--- config.mk ---
export PLATFORM = sky130hd
export DESIGN_NAME = bmsi_regs
export DESIGN_NICKNAME = d
export VERILOG_FILES = /design/src/rtl/core/bmsi_pkg.sv /design/src/rtl/core/bmsi_regs.sv
export SDC_FILE = /design/constraint.sdc
export NUM_CORES = 1
export LEC_CHECK = 0
export BUFFER_PORTS_ARGS = -buffer_cell sky130_fd_sc_hd__buf_2
export CAP_MARGIN = 20
export CORE_MARGIN = 5
export CORE_UTILIZATION = 35
export CTS_CLUSTER_SIZE = 20
export DETAILED_ROUTE_END_ITERATION = 8
export GPL_TIMING_DRIVEN = 0
export REMOVE_ABC_BUFFERS = 1
export SYNTH_ARGS = -nofsm -noshare
export SYNTH_HDL_FRONTEND = slang
export SYNTH_SLANG_ARGS = --single-unit
--- constraint.sdc ---
create_clock -name clk -period 1.7 [get_ports clk]
set_input_delay 0.17 -clock clk [delete_from_list [all_inputs] [get_ports clk]]
set_output_delay 0.17 -clock clk [all_outputs]
set_load 0.005 [all_outputs]
--- src/rtl/core/bmsi_pkg.sv ---
// ----------------------------------------------------------------------------
// bmsi_pkg
// shared types and constants for the bank mapper with scanline interrupt
// ----------------------------------------------------------------------------
package bmsi_pkg;

  localparam int unsigned RAM_DEPTH_DEFAULT = 8192;

  localparam int unsigned MODE_W   = 3;
  localparam int unsigned ADDR_W   = 16;
  localparam int unsigned DATA_W   = 8;
  localparam int unsigned TARGET_W = 3;
  localparam int unsigned MAP_W    = 19;

  // fixed prg banks for the swappable windows
  localparam logic [5:0] PRG_BANK_SECOND_LAST = 6'h3e;
  localparam logic [5:0] PRG_BANK_LAST        = 6'h3f;

  // a12 edge filter restart value, in cpu ticks
  localparam logic [2:0] FILTER_RELOAD = 3'd6;

  typedef enum logic [MODE_W-1:0] {
    MODE_TICK   = 3'd0,
    MODE_CPU_RD = 3'd1,
    MODE_CPU_WR = 3'd2,
    MODE_PPU_RD = 3'd3,
    MODE_PPU_WR = 3'd4
  } mode_t;

  typedef enum logic [TARGET_W-1:0] {
    TGT_NONE     = 3'd0,
    TGT_OPEN_BUS = 3'd1,
    TGT_PRG_RAM  = 3'd2,
    TGT_PRG_ROM  = 3'd3,
    TGT_CHR      = 3'd4,
    TGT_NAMETBL  = 3'd5
  } target_t;

  // register select: {address[14:13], address[0]} for writes at 0x8000 and up
  typedef enum logic [2:0] {
    REG_BANK_SEL   = 3'b000,
    REG_BANK_DATA  = 3'b001,
    REG_MIRROR     = 3'b010,
    REG_RAM_CTRL   = 3'b011,
    REG_IRQ_LATCH  = 3'b100,
    REG_IRQ_RELOAD = 3'b101,
    REG_IRQ_DIS    = 3'b110,
    REG_IRQ_EN     = 3'b111
  } reg_sel_t;

  // per-event decode result handed from the register stage to the pipeline
  typedef struct packed {
    logic [TARGET_W-1:0] target;
    logic [MAP_W-1:0]    mapped;
    logic                irq;
    logic                ram_rd;
    logic                ram_wr;
  } ev_result_t;

endpackage

--- src/rtl/core/bmsi_regs.sv ---
// ----------------------------------------------------------------------------
// bmsi_regs
// mapper control registers, scanline counter and address translation
// ----------------------------------------------------------------------------
module bmsi_regs #(
  parameter int unsigned RAM_DEPTH = bmsi_pkg::RAM_DEPTH_DEFAULT,
  parameter int unsigned AW        = $clog2(RAM_DEPTH)
) (
  input  logic                        clk,
  input  logic                        rst,
  input  logic                        fire,
  input  logic [bmsi_pkg::MODE_W-1:0] mode,
  input  logic [bmsi_pkg::ADDR_W-1:0] address,
  input  logic [bmsi_pkg::DATA_W-1:0] write_data,
  output bmsi_pkg::ev_result_t        res,
  output logic [AW-1:0]               ram_idx
);

  localparam logic [15:0] D1 = 16'(RAM_DEPTH);
  localparam logic [15:0] D2 = 16'(2 * RAM_DEPTH);
  localparam logic [15:0] D4 = 16'(4 * RAM_DEPTH);

  logic [7:0] bank_mode,      bank_mode_next;
  logic [5:0] prg_banks [2],  prg_banks_next [2];
  logic [7:0] chr_banks [6],  chr_banks_next [6];
  logic       mirroring,      mirroring_next;
  logic       ram_enabled,    ram_enabled_next;
  logic       ram_protected,  ram_protected_next;
  logic [7:0] reload_value,   reload_value_next;
  logic [7:0] scanline_count, scanline_count_next;
  logic       irq_enabled,    irq_enabled_next;
  logic [2:0] edge_filter,    edge_filter_next;
  logic       irq_pending,    irq_pending_next;
  logic       last_a12,       last_a12_next;

  logic        ram_win;
  logic [15:0] r0, r1, r2, r3;
  logic [5:0]  rom_page;
  logic [18:0] rom_addr;
  logic [2:0]  slot;
  logic [2:0]  chr_sel;
  logic [10:0] chr_off;
  logic [18:0] pattern_addr;
  logic [18:0] nt_addr;
  logic        a12;
  logic [2:0]  bsel;
  logic [7:0]  cnt_dec;

  // offset modulo depth: quotient is below eight, three conditional subtracts
  always_comb begin
    r0 = {3'b000, address[12:0]};
    r1 = (r0 >= D4) ? r0 - D4 : r0;
    r2 = (r1 >= D2) ? r1 - D2 : r1;
    r3 = (r2 >= D1) ? r2 - D1 : r2;
  end
  assign ram_idx = r3[AW-1:0];
  assign ram_win = (address[15:13] == 3'b011);

  // prg rom mapping
  always_comb begin
    if (!address[15]) begin
      rom_page = bmsi_pkg::PRG_BANK_LAST;
    end else begin
      unique case (address[14:13])
        2'b00:   rom_page = bank_mode[6] ? bmsi_pkg::PRG_BANK_SECOND_LAST : prg_banks[0];
        2'b01:   rom_page = prg_banks[1];
        2'b10:   rom_page = bank_mode[6] ? prg_banks[0] : bmsi_pkg::PRG_BANK_SECOND_LAST;
        default: rom_page = bmsi_pkg::PRG_BANK_LAST;
      endcase
    end
    rom_addr = {rom_page, address[12:0]};
  end

  // chr mapping, two 2k slots and four 1k slots, halves swapped by bank_mode[7]
  always_comb begin
    slot = address[12:10] ^ {bank_mode[7], 2'b00};
    if (!slot[2]) begin
      chr_sel = {2'b00, slot[1]};
      chr_off = address[10:0];
    end else begin
      chr_sel = slot - 3'd2;
      chr_off = {1'b0, address[9:0]};
    end
    pattern_addr = {1'b0, chr_banks[chr_sel], 10'b0} | {8'b0, chr_off};
  end

  // nametable mirroring
  always_comb begin
    if (mirroring) begin
      nt_addr = {8'b0, address[11], address[9:0]};
    end else begin
      nt_addr = {8'b0, address[10], address[9:0]};
    end
  end

  assign a12     = address[12];
  assign bsel    = bank_mode[2:0];
  assign cnt_dec = scanline_count - 8'd1;

  always_comb begin
    bank_mode_next      = bank_mode;
    prg_banks_next      = prg_banks;
    chr_banks_next      = chr_banks;
    mirroring_next      = mirroring;
    ram_enabled_next    = ram_enabled;
    ram_protected_next  = ram_protected;
    reload_value_next   = reload_value;
    scanline_count_next = scanline_count;
    irq_enabled_next    = irq_enabled;
    edge_filter_next    = edge_filter;
    irq_pending_next    = irq_pending;
    last_a12_next       = last_a12;
    res                 = '0;

    unique case (mode)
      bmsi_pkg::MODE_TICK: begin
        if (edge_filter != 3'd0) begin
          edge_filter_next = edge_filter - 3'd1;
        end
      end
      bmsi_pkg::MODE_CPU_RD: begin
        priority if (ram_win && ram_enabled) begin
          res.target = bmsi_pkg::TGT_PRG_RAM;
          res.mapped = 19'(ram_idx);
          res.ram_rd = 1'b1;
        end else if (address[15]) begin
          res.target = bmsi_pkg::TGT_PRG_ROM;
          res.mapped = rom_addr;
        end else begin
          res.target = bmsi_pkg::TGT_OPEN_BUS;
        end
      end
      bmsi_pkg::MODE_CPU_WR: begin
        if (ram_win && ram_enabled && !ram_protected) begin
          res.target = bmsi_pkg::TGT_PRG_RAM;
          res.mapped = 19'(ram_idx);
          res.ram_wr = 1'b1;
        end
        if (address[15]) begin
          unique case (bmsi_pkg::reg_sel_t'({address[14:13], address[0]}))
            bmsi_pkg::REG_BANK_SEL: bank_mode_next = write_data & 8'hc7;
            bmsi_pkg::REG_BANK_DATA: begin
              if (bsel[2:1] == 2'b11) begin
                prg_banks_next[bsel[0]] = write_data[5:0];
              end
              for (int i = 0; i < 6; i++) begin
                if (bsel == 3'(i)) begin
                  chr_banks_next[i] = (i < 2) ? (write_data & 8'hfe) : write_data;
                end
              end
            end
            bmsi_pkg::REG_MIRROR: mirroring_next = write_data[0];
            bmsi_pkg::REG_RAM_CTRL: begin
              ram_enabled_next   = write_data[7];
              ram_protected_next = write_data[6];
            end
            bmsi_pkg::REG_IRQ_LATCH:  reload_value_next   = write_data;
            bmsi_pkg::REG_IRQ_RELOAD: scanline_count_next = 8'd0;
            bmsi_pkg::REG_IRQ_DIS: begin
              irq_enabled_next = 1'b0;
              irq_pending_next = 1'b0;
            end
            bmsi_pkg::REG_IRQ_EN: irq_enabled_next = 1'b1;
            default: ;
          endcase
        end
      end
      bmsi_pkg::MODE_PPU_RD, bmsi_pkg::MODE_PPU_WR: begin
        // rising a12 clocks the counter once the filter has run out
        if (!last_a12 && a12) begin
          if (edge_filter == 3'd0) begin
            if (scanline_count == 8'd0) begin
              scanline_count_next = reload_value;
            end else begin
              scanline_count_next = cnt_dec;
              if (cnt_dec == 8'd0 && irq_enabled) begin
                irq_pending_next = 1'b1;
              end
            end
          end
          edge_filter_next = bmsi_pkg::FILTER_RELOAD;
        end
        last_a12_next = a12;
        if (address[13]) begin
          res.target = bmsi_pkg::TGT_NAMETBL;
          res.mapped = nt_addr;
        end else begin
          res.target = bmsi_pkg::TGT_CHR;
          res.mapped = pattern_addr;
        end
      end
      default: ;
    endcase
    res.irq = irq_pending_next;
  end

  always_ff @(posedge clk) begin
    if (rst) begin
      bank_mode      <= '0;
      prg_banks      <= '{default: '0};
      chr_banks      <= '{default: '0};
      mirroring      <= 1'b0;
      ram_enabled    <= 1'b1;
      ram_protected  <= 1'b0;
      reload_value   <= '0;
      scanline_count <= '0;
      irq_enabled    <= 1'b0;
      edge_filter    <= '0;
      irq_pending    <= 1'b0;
      last_a12       <= 1'b0;
    end else if (fire) begin
      bank_mode      <= bank_mode_next;
      prg_banks      <= prg_banks_next;
      chr_banks      <= chr_banks_next;
      mirroring      <= mirroring_next;
      ram_enabled    <= ram_enabled_next;
      ram_protected  <= ram_protected_next;
      reload_value   <= reload_value_next;
      scanline_count <= scanline_count_next;
      irq_enabled    <= irq_enabled_next;
      edge_filter    <= edge_filter_next;
      irq_pending    <= irq_pending_next;
      last_a12       <= last_a12_next;
    end
  end

endmodule

Word-level counts from Yosys, hierarchy flattened
Cells that the tools add are included.

word-level totals
  output and inout bits = 38
  bits of input ports = 30
  logic and storage cells = 126
  bits in registers = 88

cells by class
  reductions and logical operators = 34
  muxes and demuxes = 39
  $add $sub $neg = 3
  equality and inequality tests = 25
  bitwise logic cells = 4
  $lt $le $gt $ge = 3

operators with widths
  cell                                                  count
  case mux 22 bit (3 select lines)                      1
  2-to-1 mux 8 bit                                      7
  AND reduction 5 bit                                   7
  binary-select mux 8 bit (select 3 bit)                1
  AND reduction 4 bit                                   6
  2-to-1 mux 11 bit                                     2
  2-to-1 mux 22 bit                                     1
  equality test 3 x 2 -> 1 bit (second input constant)  7
  equality test 3 bit (second input constant)           7
  2-to-1 mux 21 bit                                     1
  2-to-1 mux 20 bit                                     1
  2-to-1 mux 19 bit                                     1
  2-to-1 mux 6 bit                                      3
  OR 18 x 11 -> 18 bit                                  1
  case mux 6 bit (3 select lines)                       1
  logical NOT 8 bit                                     2
  case mux 8 bit (2 select lines)                       1
  bitwise mux 12 bit                                    1
  logical NOT 3 bit                                     4
  2-to-1 mux 1 bit                                      10
  equality test 3 x 1 -> 1 bit (second input constant)  3
  2-to-1 mux 3 bit                                      3
  != test 2 bit (second input constant)                 4
  subtractor 8 x 1 -> 8 bit (second input constant)     1
  23 further kinds                                      32

Longest topological paths before layout
Gate-level depths: netlist of run 1.

  word-level depth = 10
  gate-level depth with buffers = 7
  depth with buffers taken out = 6

Least setup slack after synthesis of run 1
No wires, ideal clock.

  path type = flip-flop to output port
  from = register scanline_count[3]
  to = output res[2] (netlist name)
  arrival = 1630 ps
  cell stages (with the launch flop) = 8
  slack = -100 ps
  path through = dfxtp_1 > clkbuf_1 > or4_1 > clkbuf_1 > o211a_1 > nand4_1 > o21ai_0 > buf_4

between the ends
  word-level cells in the longest chain between the ends = 8
  elaborated cells on any way between the ends = 9

RTL lines
  element                            line              RTL
  from (decl)                        bmsi_regs.sv:30   logic [7:0] scanline_count, scanline_count_next;
  from (signal assigned)             bmsi_regs.sv:219  scanline_count <= scanline_count_next;
  subtractor 8 x 1 -> 8 bit          bmsi_regs.sv:98   assign cnt_dec = scanline_count - 8'd1;
  logical NOT 8 bit                  bmsi_regs.sv:176  if (cnt_dec == 8'd0 && irq_enabled) begin
  logical AND 1 bit                  bmsi_regs.sv:176
  2-to-1 mux 1 bit                   bmsi_regs.sv:176
  2-to-1 mux 1 bit *                 bmsi_regs.sv:172  if (scanline_count == 8'd0) begin
  2-to-1 mux 1 bit *                 bmsi_regs.sv:171  if (edge_filter == 3'd0) begin
  2-to-1 mux 1 bit *                 bmsi_regs.sv:170  if (!last_a12 && a12) begin
  case mux 1 bit (2 select lines) *  bmsi_regs.sv:115  unique case (mode)
  to (decl)                          bmsi_regs.sv:15   output bmsi_pkg::ev_result_t res,

Mark *: on every way between the ends. The rest lies on a longest branch, timed or not.

==> qor.txt, run 1 <==
ratio of cells with drive above 1 in the final layout -> 0.3530
grt total ovfl -> 0
Worst Max-Slew Pin Slew -> 0.9221 ns
CTS tree -> built
failing checks -> negative setup slack
initial antenna violation count -> 0
Netlist cell types -> 62
Combinational Power Share -> 0.103
WHS -> 0.1998 ns
Die Wd -> 127.3 µm
Mapped Area -> 4818 µm²
clock-pin slew on the worst setup and hold paths -> 0.06 ns
# diodes -> 0
cts bufs inserted -> 9
fill cell count -> 1289
Fmax achieved -> 491.3 MHz
initial DRC count -> 230
Setup Skew -> 0.01319 ns
first-pass GRT wire length -> 20.80 mm
CP startpoint kind -> flop
share of the synthesized area in the top cell type -> 0.3656
vias in the first global route -> 4006
Psw -> 1.159 mW
vias -> 4092
sequential share of the synthesized area -> 0.3656
Slew headroom -> 0.3852
nets -> 605
Final setup viols -> 44
Flop pwr share -> 0.465
WL/cell -> 17.85 µm
Final Hold Violating Endpoints -> 0
kind of critical path -> flop to primary output
placed cell areas -> 5097 µm²
sw frac -> 0.2609
Setup WS post-layout -> -0.3352 ns
number of synthesized flops with an enable pin -> 0
P_leak -> 2.606 nW
count leader, synth -> dfxtp_1
# rows -> 42
CP Capture Type -> primary output
gr usage total -> 0.1600
clock sinks -> 88
Arr. time, crit path -> 1.87 ns
IO buf count -> 67
synthesis-to-layout area growth -> 25.06%
Ys Warns -> 0
die area -> 16210 µm²
cell count after synthesis -> 523
final max-slew violation count -> 0
ys async rst share -> 0
largest net degree at the start of global routing -> 92
#FFs+latches synth -> 88
root buffer cell -> clkbuf_16
Tightest Hold Check Type -> input port to flop
H-tree depth -> 3
clk_lat worst skew -> 0.34 ns
Synth area leaders -> dfxtp_1, mux2i_1, nor2_1
Max IR drop VDD -> 0.6425 mV
design area -> 6026 µm²
top_reg_cell synth -> dfxtp_1
Pre-antenna DRT Iters -> 5
min Tclk post-route -> 2.035 ns
final WL -> 13.41 mm
routability cong. -> 0.7926
cell taking the most area after synthesis -> dfxtp_1
pwr dens -> 737.0 nW/µm²
critical path data required time -> 1.53 ns
Post-synth top cells -> dfxtp_1, nor2_1, mux2i_1
Setup TNS -> -5.597 ns
Design Power -> 4.441 mW
status -> finished with violations
Core ar. -> 13350 µm²
period utilisation layout -> 1.197
CP max FO -> 5
number of placed I/O pins -> 68
Pint -> 3.283 mW
Initial Utilization -> 0.3610
floorplan die height -> 127.3 µm
Syn Area/Cell -> 9.213 µm²
DPL Wire Length -> 8.515 mm
DR DRC count -> 0
Max clock buf depth -> 2
Clock power frac -> 0.432
Via density -> 5.449
Routed Antenna Nets -> 0
RSZ-0062 raised after global routing -> true
number of max-cap violations -> 0
-- logic make-up (layout without fill, tap and decap cells) --
logic type | count (synthesis) | count (layout) | synth area share
compound gates | 73 | 73 | 0.1106
xor+xnor | 2 | 2 | 0.003636
fa+ha+maj | 5 | 5 | 0.01298
buf+inv | 69 | 121 | 0.06803
flops | 88 | 88 | 0.3656
mux | 97 | 97 | 0.2231
simple gates | 189 | 189 | 0.2161
-- power groups by stage --
stage,clock network [mW],registers (mW),logic [mW]
final,1.92,2.06,0.459
after global placement,0,2.12,0.372
after CTS,1.97,2.07,0.413
after detailed placement,0,2.12,0.378
after global routing,2.05,2.06,0.496
after floorplan,0,2.12,0.155
-- worst paths after layout --
kind / start / to / slack [ns] / cells after the start
worst min register to register: chr_banks[4]$_SDFFE_PP0P_ / chr_banks[4]$_SDFFE_PP0P_ / 0.49 / 2
worst max register to register: scanline_count[1]$_SDFFE_PP0P_ / irq_pending$_SDFFE_PP0P_ / -0.28 / 10
worst max-delay path: scanline_count[2]$_SDFFE_PP0P_ / res[2] / -0.34 / 5
worst min-delay path: address[0] / irq_enabled$_SDFFE_PP0P_ / 0.20 / 3
-- registers in the layout (all words and copies together) (netlist names) --
register and cells:
prg_banks 12, irq_pending 1, ram_protected 1, scanline_count 8, bank_mode 5, ram_enabled 1
chr_banks 46, reload_value 8, irq_enabled 1, edge_filter 3, last_a12 1, mirroring 1
-- per-layer routing --
layer	up-vias	global-route usage	part of all wire
met2	118	0.2738	0.50
met4	0	0.04795	0.018
met5	-	0	0
li1	1967	-	-
met1	1987	0.2047	0.43
met3	20	0.03047	0.048
-- layout by cell type, fill, tap and decap left out, drive strengths merged, types with 6 or more instances in the layout --
| master | n |
|---|---|
| nor4 | 10 |
| a31oi | 6 |
| nand3 | 10 |
| mux2 | 13 |
| o21ai | 13 |
| nand2b | 6 |
| nand2 | 14 |
| inv | 15 |
| clkbuf | 11 |
| mux2i | 77 |
| nor3b | 6 |
| nor2 | 80 |
| a21oi | 10 |
| buf | 91 |
| dfxtp | 88 |
| nor2b | 17 |
| mux4 | 7 |
-- through the flow --
stage / utilization / std cells / setup slack, ns
after floorplan: - / 467 / -0.1308
after detailed placement: 0.3819 / 710 / -0.6071
after global placement: 0.3817 / 710 / -0.5867
after global routing: 0.4514 / 751 / -0.4098
final: 0.4514 / 751 / -0.3352
after CTS: 0.4288 / 744 / -0.3264
-- critical path, cell delays in order (launching register included) --
cell     delay [ns]
dfxtp_4        0.36
or4_4          0.54
o211a_1        0.27
nand4_1        0.14
o21ai_2        0.07
buf_2          0.15
-- layout make-up --
class / count / area (µm²) / area share
clock buffer: 10 / 239.0 / 0.03966
inverter: 13 / 53.80 / 0.008929
timing repair buffer: 92 / 603.1 / 0.1001
sequential: 88 / 1797 / 0.2982
clock inverter: 6 / 50.05 / 0.008306
multi-input combinational: 366 / 3063 / 0.5083
tap: 176 / 220.2 / 0.03654
-- repair_timing --
action / CTS / global route
endpoints found under the setup margin: 86 / 76
resized for setup: 51 / 48
pin swaps: 18 / 20
cloned: 0 / 1
hold buffers: 0 / 0
setup buffers: 18 / 6
Power figures use the tool's default switching activity.
==> run 2, diff against run 1 <==
Settings changed: CORE_MARGIN 5 to 2.
==> run 2 against run 1 <==
  * The run still ends with negative setup slack left
  * Clock power up 5%
  * Non-clock buffer count down 4
  * Cell area down 1.5%
  * Via count down 1.0%
  * Clock skew down 0.0058 ns
  * Sequential share of layout area up 0.50 points
  * Cell count down 0.53%
  * Sequential cell count unchanged
  * Wire length down 5.4%
  * Sequential power about the same
  * Highest routed layer unchanged
==> qor.txt, run 2 (synthesis gave the netlist of run 1 again) <==
Largest Register -> chr_banks
Combinational Power Share -> 0.098 (-0.005)
Setup TNS -> -4.800 ns (+0.7968 ns)
Clock power frac -> 0.446 (+0.014)
Die Wd -> 121.3 µm (-4.7%)
CTS tree -> built
# diodes -> 0 (unchanged)
CP peak stage delay -> 0.54 ns (about the same)
floorplan die height -> 121.3 µm (-4.7%)
die area -> 14720 µm² (-9.2%)
# rows -> 42 (unchanged)
Design Power -> 4.528 mW (+2.0%)
cts bufs inserted -> 9 (unchanged)
gr usage total -> 0.1739 (+0.01383)
nets -> 601 (-0.66%)
number of placed I/O pins -> 68 (unchanged)
DR DRC count -> 0 (unchanged)
final core utilization -> 0.4446 (-0.006843)
routability cong. -> 0.8183 (+3.2%)
number of max-cap violations -> 0 (unchanged)
clk_lat worst skew -> 0.34 ns (about the same)
status -> finished with violations
reg2reg setup slack -> -0.25 ns (+0.03 ns)
Setup Skew -> 0.007382 ns (-0.005806 ns)
initial antenna violation count -> 0 (unchanged)
CP Depth -> 5 (unchanged)
Final Non-Filler Cells -> 747 (-0.53%)
failing checks -> negative setup slack
CP Capture Type -> primary output
clock-pin slew on the worst setup and hold paths -> 0.06 ns (about the same)
reg-to-reg endpoint -> scanline_count[1]$_SDFFE_PP0P_
Max IR drop VDD -> 0.7086 mV (+10%)
design area -> 5934 µm² (-1.5%)
ratio of cells with drive above 1 in the final layout -> 0.3450 (-0.008035)
period utilisation layout -> 1.170 (-0.02765)
final WL -> 12.69 mm (-5.4%)
Cell Chain, Critical Path -> or4_4 > o211a_1 > nand4_1 > o21ai_1 > buf_2
pwr dens -> 763.1 nW/µm² (+3.5%)
clock sinks -> 88 (unchanged)
number of flip-flops in the largest register -> 46 (unchanged)
initial DRC count -> 186 (-19%)
H-tree depth -> 3 (unchanged)
WL/cell -> 16.98 µm (-4.9%)
Slowest cell on crit path -> or4_4
Arr. time, crit path -> 1.82 ns (-0.05 ns)
P_leak -> 2.592 nW (-0.53%)
Routed Antenna Nets -> 0 (unchanged)
RSZ-0062 raised after global routing -> true
Setup WS post-layout -> -0.2882 ns (+0.04701 ns)
vias in the first global route -> 3942 (-1.6%)
Via density -> 5.423 (-0.47%)
Slew headroom -> 0.3832 (-0.002049)
CP max FO -> 4 (-1)
Worst Path Buf+Inv -> 1 (unchanged)
grt total ovfl -> 0 (unchanged)
Pint -> 3.387 mW (+3.2%)
Psw -> 1.141 mW (-1.5%)
placed cell areas -> 5097 µm² (unchanged)
CP startpoint kind -> flop
Post-Place Cells -> 710 (unchanged)
Flop pwr share -> 0.456 (-0.009)
Initial Utilization -> 0.3610 (unchanged)
min Tclk post-route -> 1.988 ns (-0.04701 ns)
origin of the worst setup path -> scanline_count[3]$_SDFFE_PP0P_
Worst Max-Slew Pin Slew -> 0.9252 ns (+0.003074 ns)
reg2reg path depth -> 7 (-3)
kind of critical path -> flop to primary output
DPL Wire Length -> 8.274 mm (-2.8%)
critical path data required time -> 1.53 ns (about the same)
commonest non-fill, non-tap cell in the layout -> nor2_1
IO buf count -> 67 (unchanged)
synthesis-to-layout area growth -> 23.16%
Reg-to-Reg Start -> scanline_count[3]$_SDFFE_PP0P_
Max clock buf depth -> 2 (unchanged)
Final Hold Violating Endpoints -> 0 (unchanged)
Final setup viols -> 41 (-6.8%)
Pre-antenna DRT Iters -> 4 (-1)
Core ar. -> 13350 µm² (unchanged)
sw frac -> 0.2521 (-0.008811)
most frequent cells in the layout -> nor2_1, mux2i_1, dfxtp_1
first-pass GRT wire length -> 20.23 mm (-2.8%)
delay-heaviest family, CP -> simple AND/OR/NAND/NOR gates
crit path capture -> res[2]
root buffer cell -> clkbuf_16
final max-slew violation count -> 0 (unchanged)
Tightest Hold Check Type -> input port to flop
Fmax achieved -> 503.0 MHz (+2.4%)
largest net degree at the start of global routing -> 92 (unchanged)
vias -> 4051 (-1.0%)
biggest regs -> chr_banks x46, prg_banks x12
run 2: cell types whose count changed in the layout (fill, tap and decap cells not counted), moves of 3 or more:
cell,previous run,this run
dfxtp_2,10,15
mux2_2,10,6
inv_1,8,11
dfxtp_1,72,68
mux2i_2,0,3
ha_4,3,0
buf_4,21,17
mux2i_1,77,74
mux2_4,3,7
run 2: power groups by stage:
stage	clock network, mW	logic [mW]	registers, mW
after floorplan	0	0.155	2.12
after global placement	0	0.370	2.12
after detailed placement	0	0.379	2.12
after CTS	2.07	0.423	2.07
after global routing	2.15	0.483	2.06
final	2.02	0.444	2.07
run 2: tightest hold or removal path, cell delays in order:
cell and delay, ns:
buf_2 0.15, mux2i_1 0.09, nor2_1 0.07
run 2: layout make-up:
| class | count | area (µm²) |
|---|---|---|
| Inverter | 13 | 48.80 |
| Sequential cell | 88 | 1799 |
| Multi-Input combinational cell | 366 | 3005 |
| Tap cell | 176 | 220.2 |
| Fill cell | 1322 | 7413 |
| Clock buffer | 9 | 225.2 |
| Clock inverter | 7 | 76.32 |
| Timing Repair Buffer | 88 | 559.3 |
run 2: worst min path at each step:
stage,start,end,slack (ns),cells past startpoint
6_report,address[0],irq_enabled$_SDFFE_PP0P_,0.19,3
3_3_place_gp,chr_banks[46]$_SDFFE_PP0P_,chr_banks[46]$_SDFFE_PP0P_,0.47,2
3_5_place_dp,prg_banks[0]$_SDFFE_PP0P_,prg_banks[0]$_SDFFE_PP0P_,0.48,2
5_1_grt,address[0],irq_enabled$_SDFFE_PP0P_,0.21,3
4_1_cts,address[0],irq_enabled$_SDFFE_PP0P_,0.17,3
2_1_floorplan,rst,scanline_count[1]$_SDFFE_PP0P_,0.24,1
run 2: timing repair:
action                                  in CTS  in global routing
endpoints found under the hold margin        0                  0
pin swaps                                   17                 12
resized for setup                           57                 38
endpoints found under the setup margin      71                 81
hold buffers                                 0                  0
setup buffers                               17                  4
run 2: stage by stage:
stage          setup WS (ns)  hold slack, ns
4_1_cts              -0.2906          0.1725
5_1_grt              -0.3650          0.2132
2_1_floorplan        -0.1308          0.2391
3_5_place_dp         -0.6428          0.4805
6_report             -0.2882          0.1859
3_3_place_gp         -0.6206          0.4686
run 2: routing by layer:
metal	track usage	up-vias	wire, µm
li1	-	1949	-
met1	0.2197	1971	5548
met2	0.2985	108	6377
met3	0.03571	23	542
met4	0.05101	0	218
met5	0	-	0
==> run 3, diff against run 2 <==
Settings changed: PLACE_DENSITY from default to 0.56.
==> run 3 against run 2 <==
  * The run still ends with negative setup slack left
  * Cell count grew 0.13%
  * Via count fell by 1.4%
  * Maximum frequency up 2.1%
  * Sequential power about the same
  * Total power rose by 3.8%
  * Worst setup slack improved by 0.040 ns
  * Register-to-register slack better by 0.07 ns
  * Non-clock buffer count increased by 1
  * Sequential cell count unchanged
  * Die area unchanged
  * Critical endpoint unchanged
==> qor.txt, run 3 (synthesis gave the netlist of run 1 again) <==
hold_sp -> address[0]
die area -> 14720 µm² (unchanged)
grt total ovfl -> 0 (unchanged)
first-pass GRT wire length -> 20.44 mm (+1.0%)
Max clock buf depth -> 2 (unchanged)
M1 GR Usage -> 0.2314 (+0.01177)
Pre-antenna DRT Iters -> 4 (unchanged)
Max IR drop VDD -> 0.6235 mV (-12%)
# diodes -> 0 (unchanged)
status -> finished with violations
Design Power -> 4.701 mW (+3.8%)
Setup Skew -> 0.006662 ns (-0.0007202 ns)
Final setup viols -> 42 (+2.4%)
Reg-to-Reg Start -> bank_mode[2]$_SDFFE_PP0P_
clock-pin slew on the worst setup and hold paths -> 0.07 ns (about the same)
clk_lat worst skew -> 0.34 ns (about the same)
CP Capture Type -> primary output
CTS tree -> built
Most Crowded Layer GR -> met2
commonest non-fill, non-tap cell in the layout -> nor2_1
root buffer cell -> clkbuf_16
period utilisation layout -> 1.146 (-0.02363)
IO buf count -> 67 (unchanged)
initial DRC count -> 233 (+25%)
Die Wd -> 121.3 µm (unchanged)
initial antenna violation count -> 0 (unchanged)
Via density -> 5.340 (-1.5%)
Initial Utilization -> 0.3610 (unchanged)
CP max FO -> 2 (-2)
biggest regs -> chr_banks x46, prg_banks x12
vias in the first global route -> 3747 (-4.9%)
# rows -> 42 (unchanged)
Arr. time, crit path -> 1.78 ns (-0.04 ns)
number of placed I/O pins -> 68 (unchanged)
ratio of cells with drive above 1 in the final layout -> 0.3339 (-0.01109)
final WL -> 12.91 mm (+1.7%)
failing checks -> negative setup slack
DPL Wire Length -> 8.305 mm (+0.37%)
met2 Resource Use GR -> 0.3006 (+0.002107)
vias -> 3994 (-1.4%)
number of flip-flops in the largest register -> 46 (unchanged)
nets -> 602 (+0.17%)
origin of the worst setup path -> scanline_count[5]$_SDFFE_PP0P_
Final Hold Violating Endpoints -> 0 (unchanged)
Worst Max-Slew Pin Slew -> 0.9257 ns (+0.0004292 ns)
largest net degree at the start of global routing -> 92 (unchanged)
gr usage total -> 0.1772 (+0.003310)
Setup TNS -> -5.111 ns (-0.3113 ns)
Tightest Hold Check Type -> input port to flop
Largest Register -> chr_banks
P_leak -> 2.590 nW (about the same)
final max-slew violation count -> 0 (unchanged)
met3 Use GR -> 0.03430 (-0.001410)
H-tree depth -> 3 (unchanged)
DR DRC count -> 0 (unchanged)
critical path data required time -> 1.53 ns (about the same)
number of max-cap violations -> 0 (unchanged)
RSZ-0062 raised after global routing -> true
min Tclk post-route -> 1.948 ns (-0.04017 ns)
kind of critical path -> flop to primary output
fill cell count -> 1307 (-1.1%)
Fmax achieved -> 513.3 MHz (+2.1%)
Routed Antenna Nets -> 0 (unchanged)
cts bufs inserted -> 9 (unchanged)
Slew headroom -> 0.3829 (about the same)
synthesis-to-layout area growth -> 22.64%
clock sinks -> 88 (unchanged)
routability cong. -> 0.7739 (-5.4%)
floorplan die height -> 121.3 µm (unchanged)
Setup WS post-layout -> -0.2481 ns (+0.04017 ns)
most frequent cells in the layout -> nor2_1, mux2i_1, dfxtp_1
Core ar. -> 13350 µm² (unchanged)
WL/cell -> 17.25 µm (+1.6%)
CP startpoint kind -> flop
pwr dens -> 795.5 nW/µm² (+4.3%)
CTS hold repair buffers -> 0 (unchanged)
final core utilization -> 0.4427 (-0.001875)
-- run 3: changes by cell type in the layout (fill, tap and decap cells not counted), sizes merged --
cell,before,now
buf,88,89
clkinv,2,1
bufinv,1,2
-- run 3: layout make-up --
type	instances	area [µm²]	share of cell area
inverter	13	48.80	0.008257
clock inverter	7	101.3	0.01715
sequential	88	1794	0.3036
tap	176	220.2	0.03726
timing repair buffer	89	548.0	0.09274
clock buffer	9	225.2	0.03811
multi-input combinational	366	2972	0.5029
-- run 3: worst paths after layout --
kind,slack (ns),endpoint,depth (start not counted)
worst max-delay path,-0.25,res[2],5
worst min-delay path,0.19,irq_enabled$_SDFFE_PP0P_,3
worst max register to register,-0.18,chr_banks[22]$_SDFFE_PP0P_,4
worst min register to register,0.49,chr_banks[2]$_SDFFE_PP0P_,2
-- run 3: power breakdown --
part / internal [mW] / switching [mW]
clock: 1.31 / 0.889
sequential: 2.06 / 0.00741
combinational: 0.168 / 0.270
-- run 3: repair_timing --
item	CTS	global route
endpoints found under the setup margin	78	76
resized for setup	54	27
buffers inserted	20	2
pin swaps	17	12
-- run 3: metrics by stage --
stage / hold WS (ns) / setup WS (ns) / cells / area [µm²]
final: 0.1860 / -0.2481 / 748 / 5909
after global routing: 0.2207 / -0.3200 / 748 / 5909
after detailed placement: 0.4817 / -0.6149 / 710 / 5097
after global placement: 0.4691 / -0.6149 / 710 / 5095
after floorplan: 0.2391 / -0.1308 / 467 / 4539
after CTS: 0.1759 / -0.2673 / 746 / 5792
-- run 3: metal layers --
layer	vias to the layer above	routed length, µm
li1	1956	-
met1	1950	5854
met2	75	6402
met3	13	508
met4	0	139
met5	-	0
-- run 3: worst max-delay path: stages (launching register included) --
cell and delay, ns:
dfxtp_4 0.34, or4_4 0.53, o211a_1 0.23, nand4_1 0.11, o21ai_1 0.08, buf_2 0.15
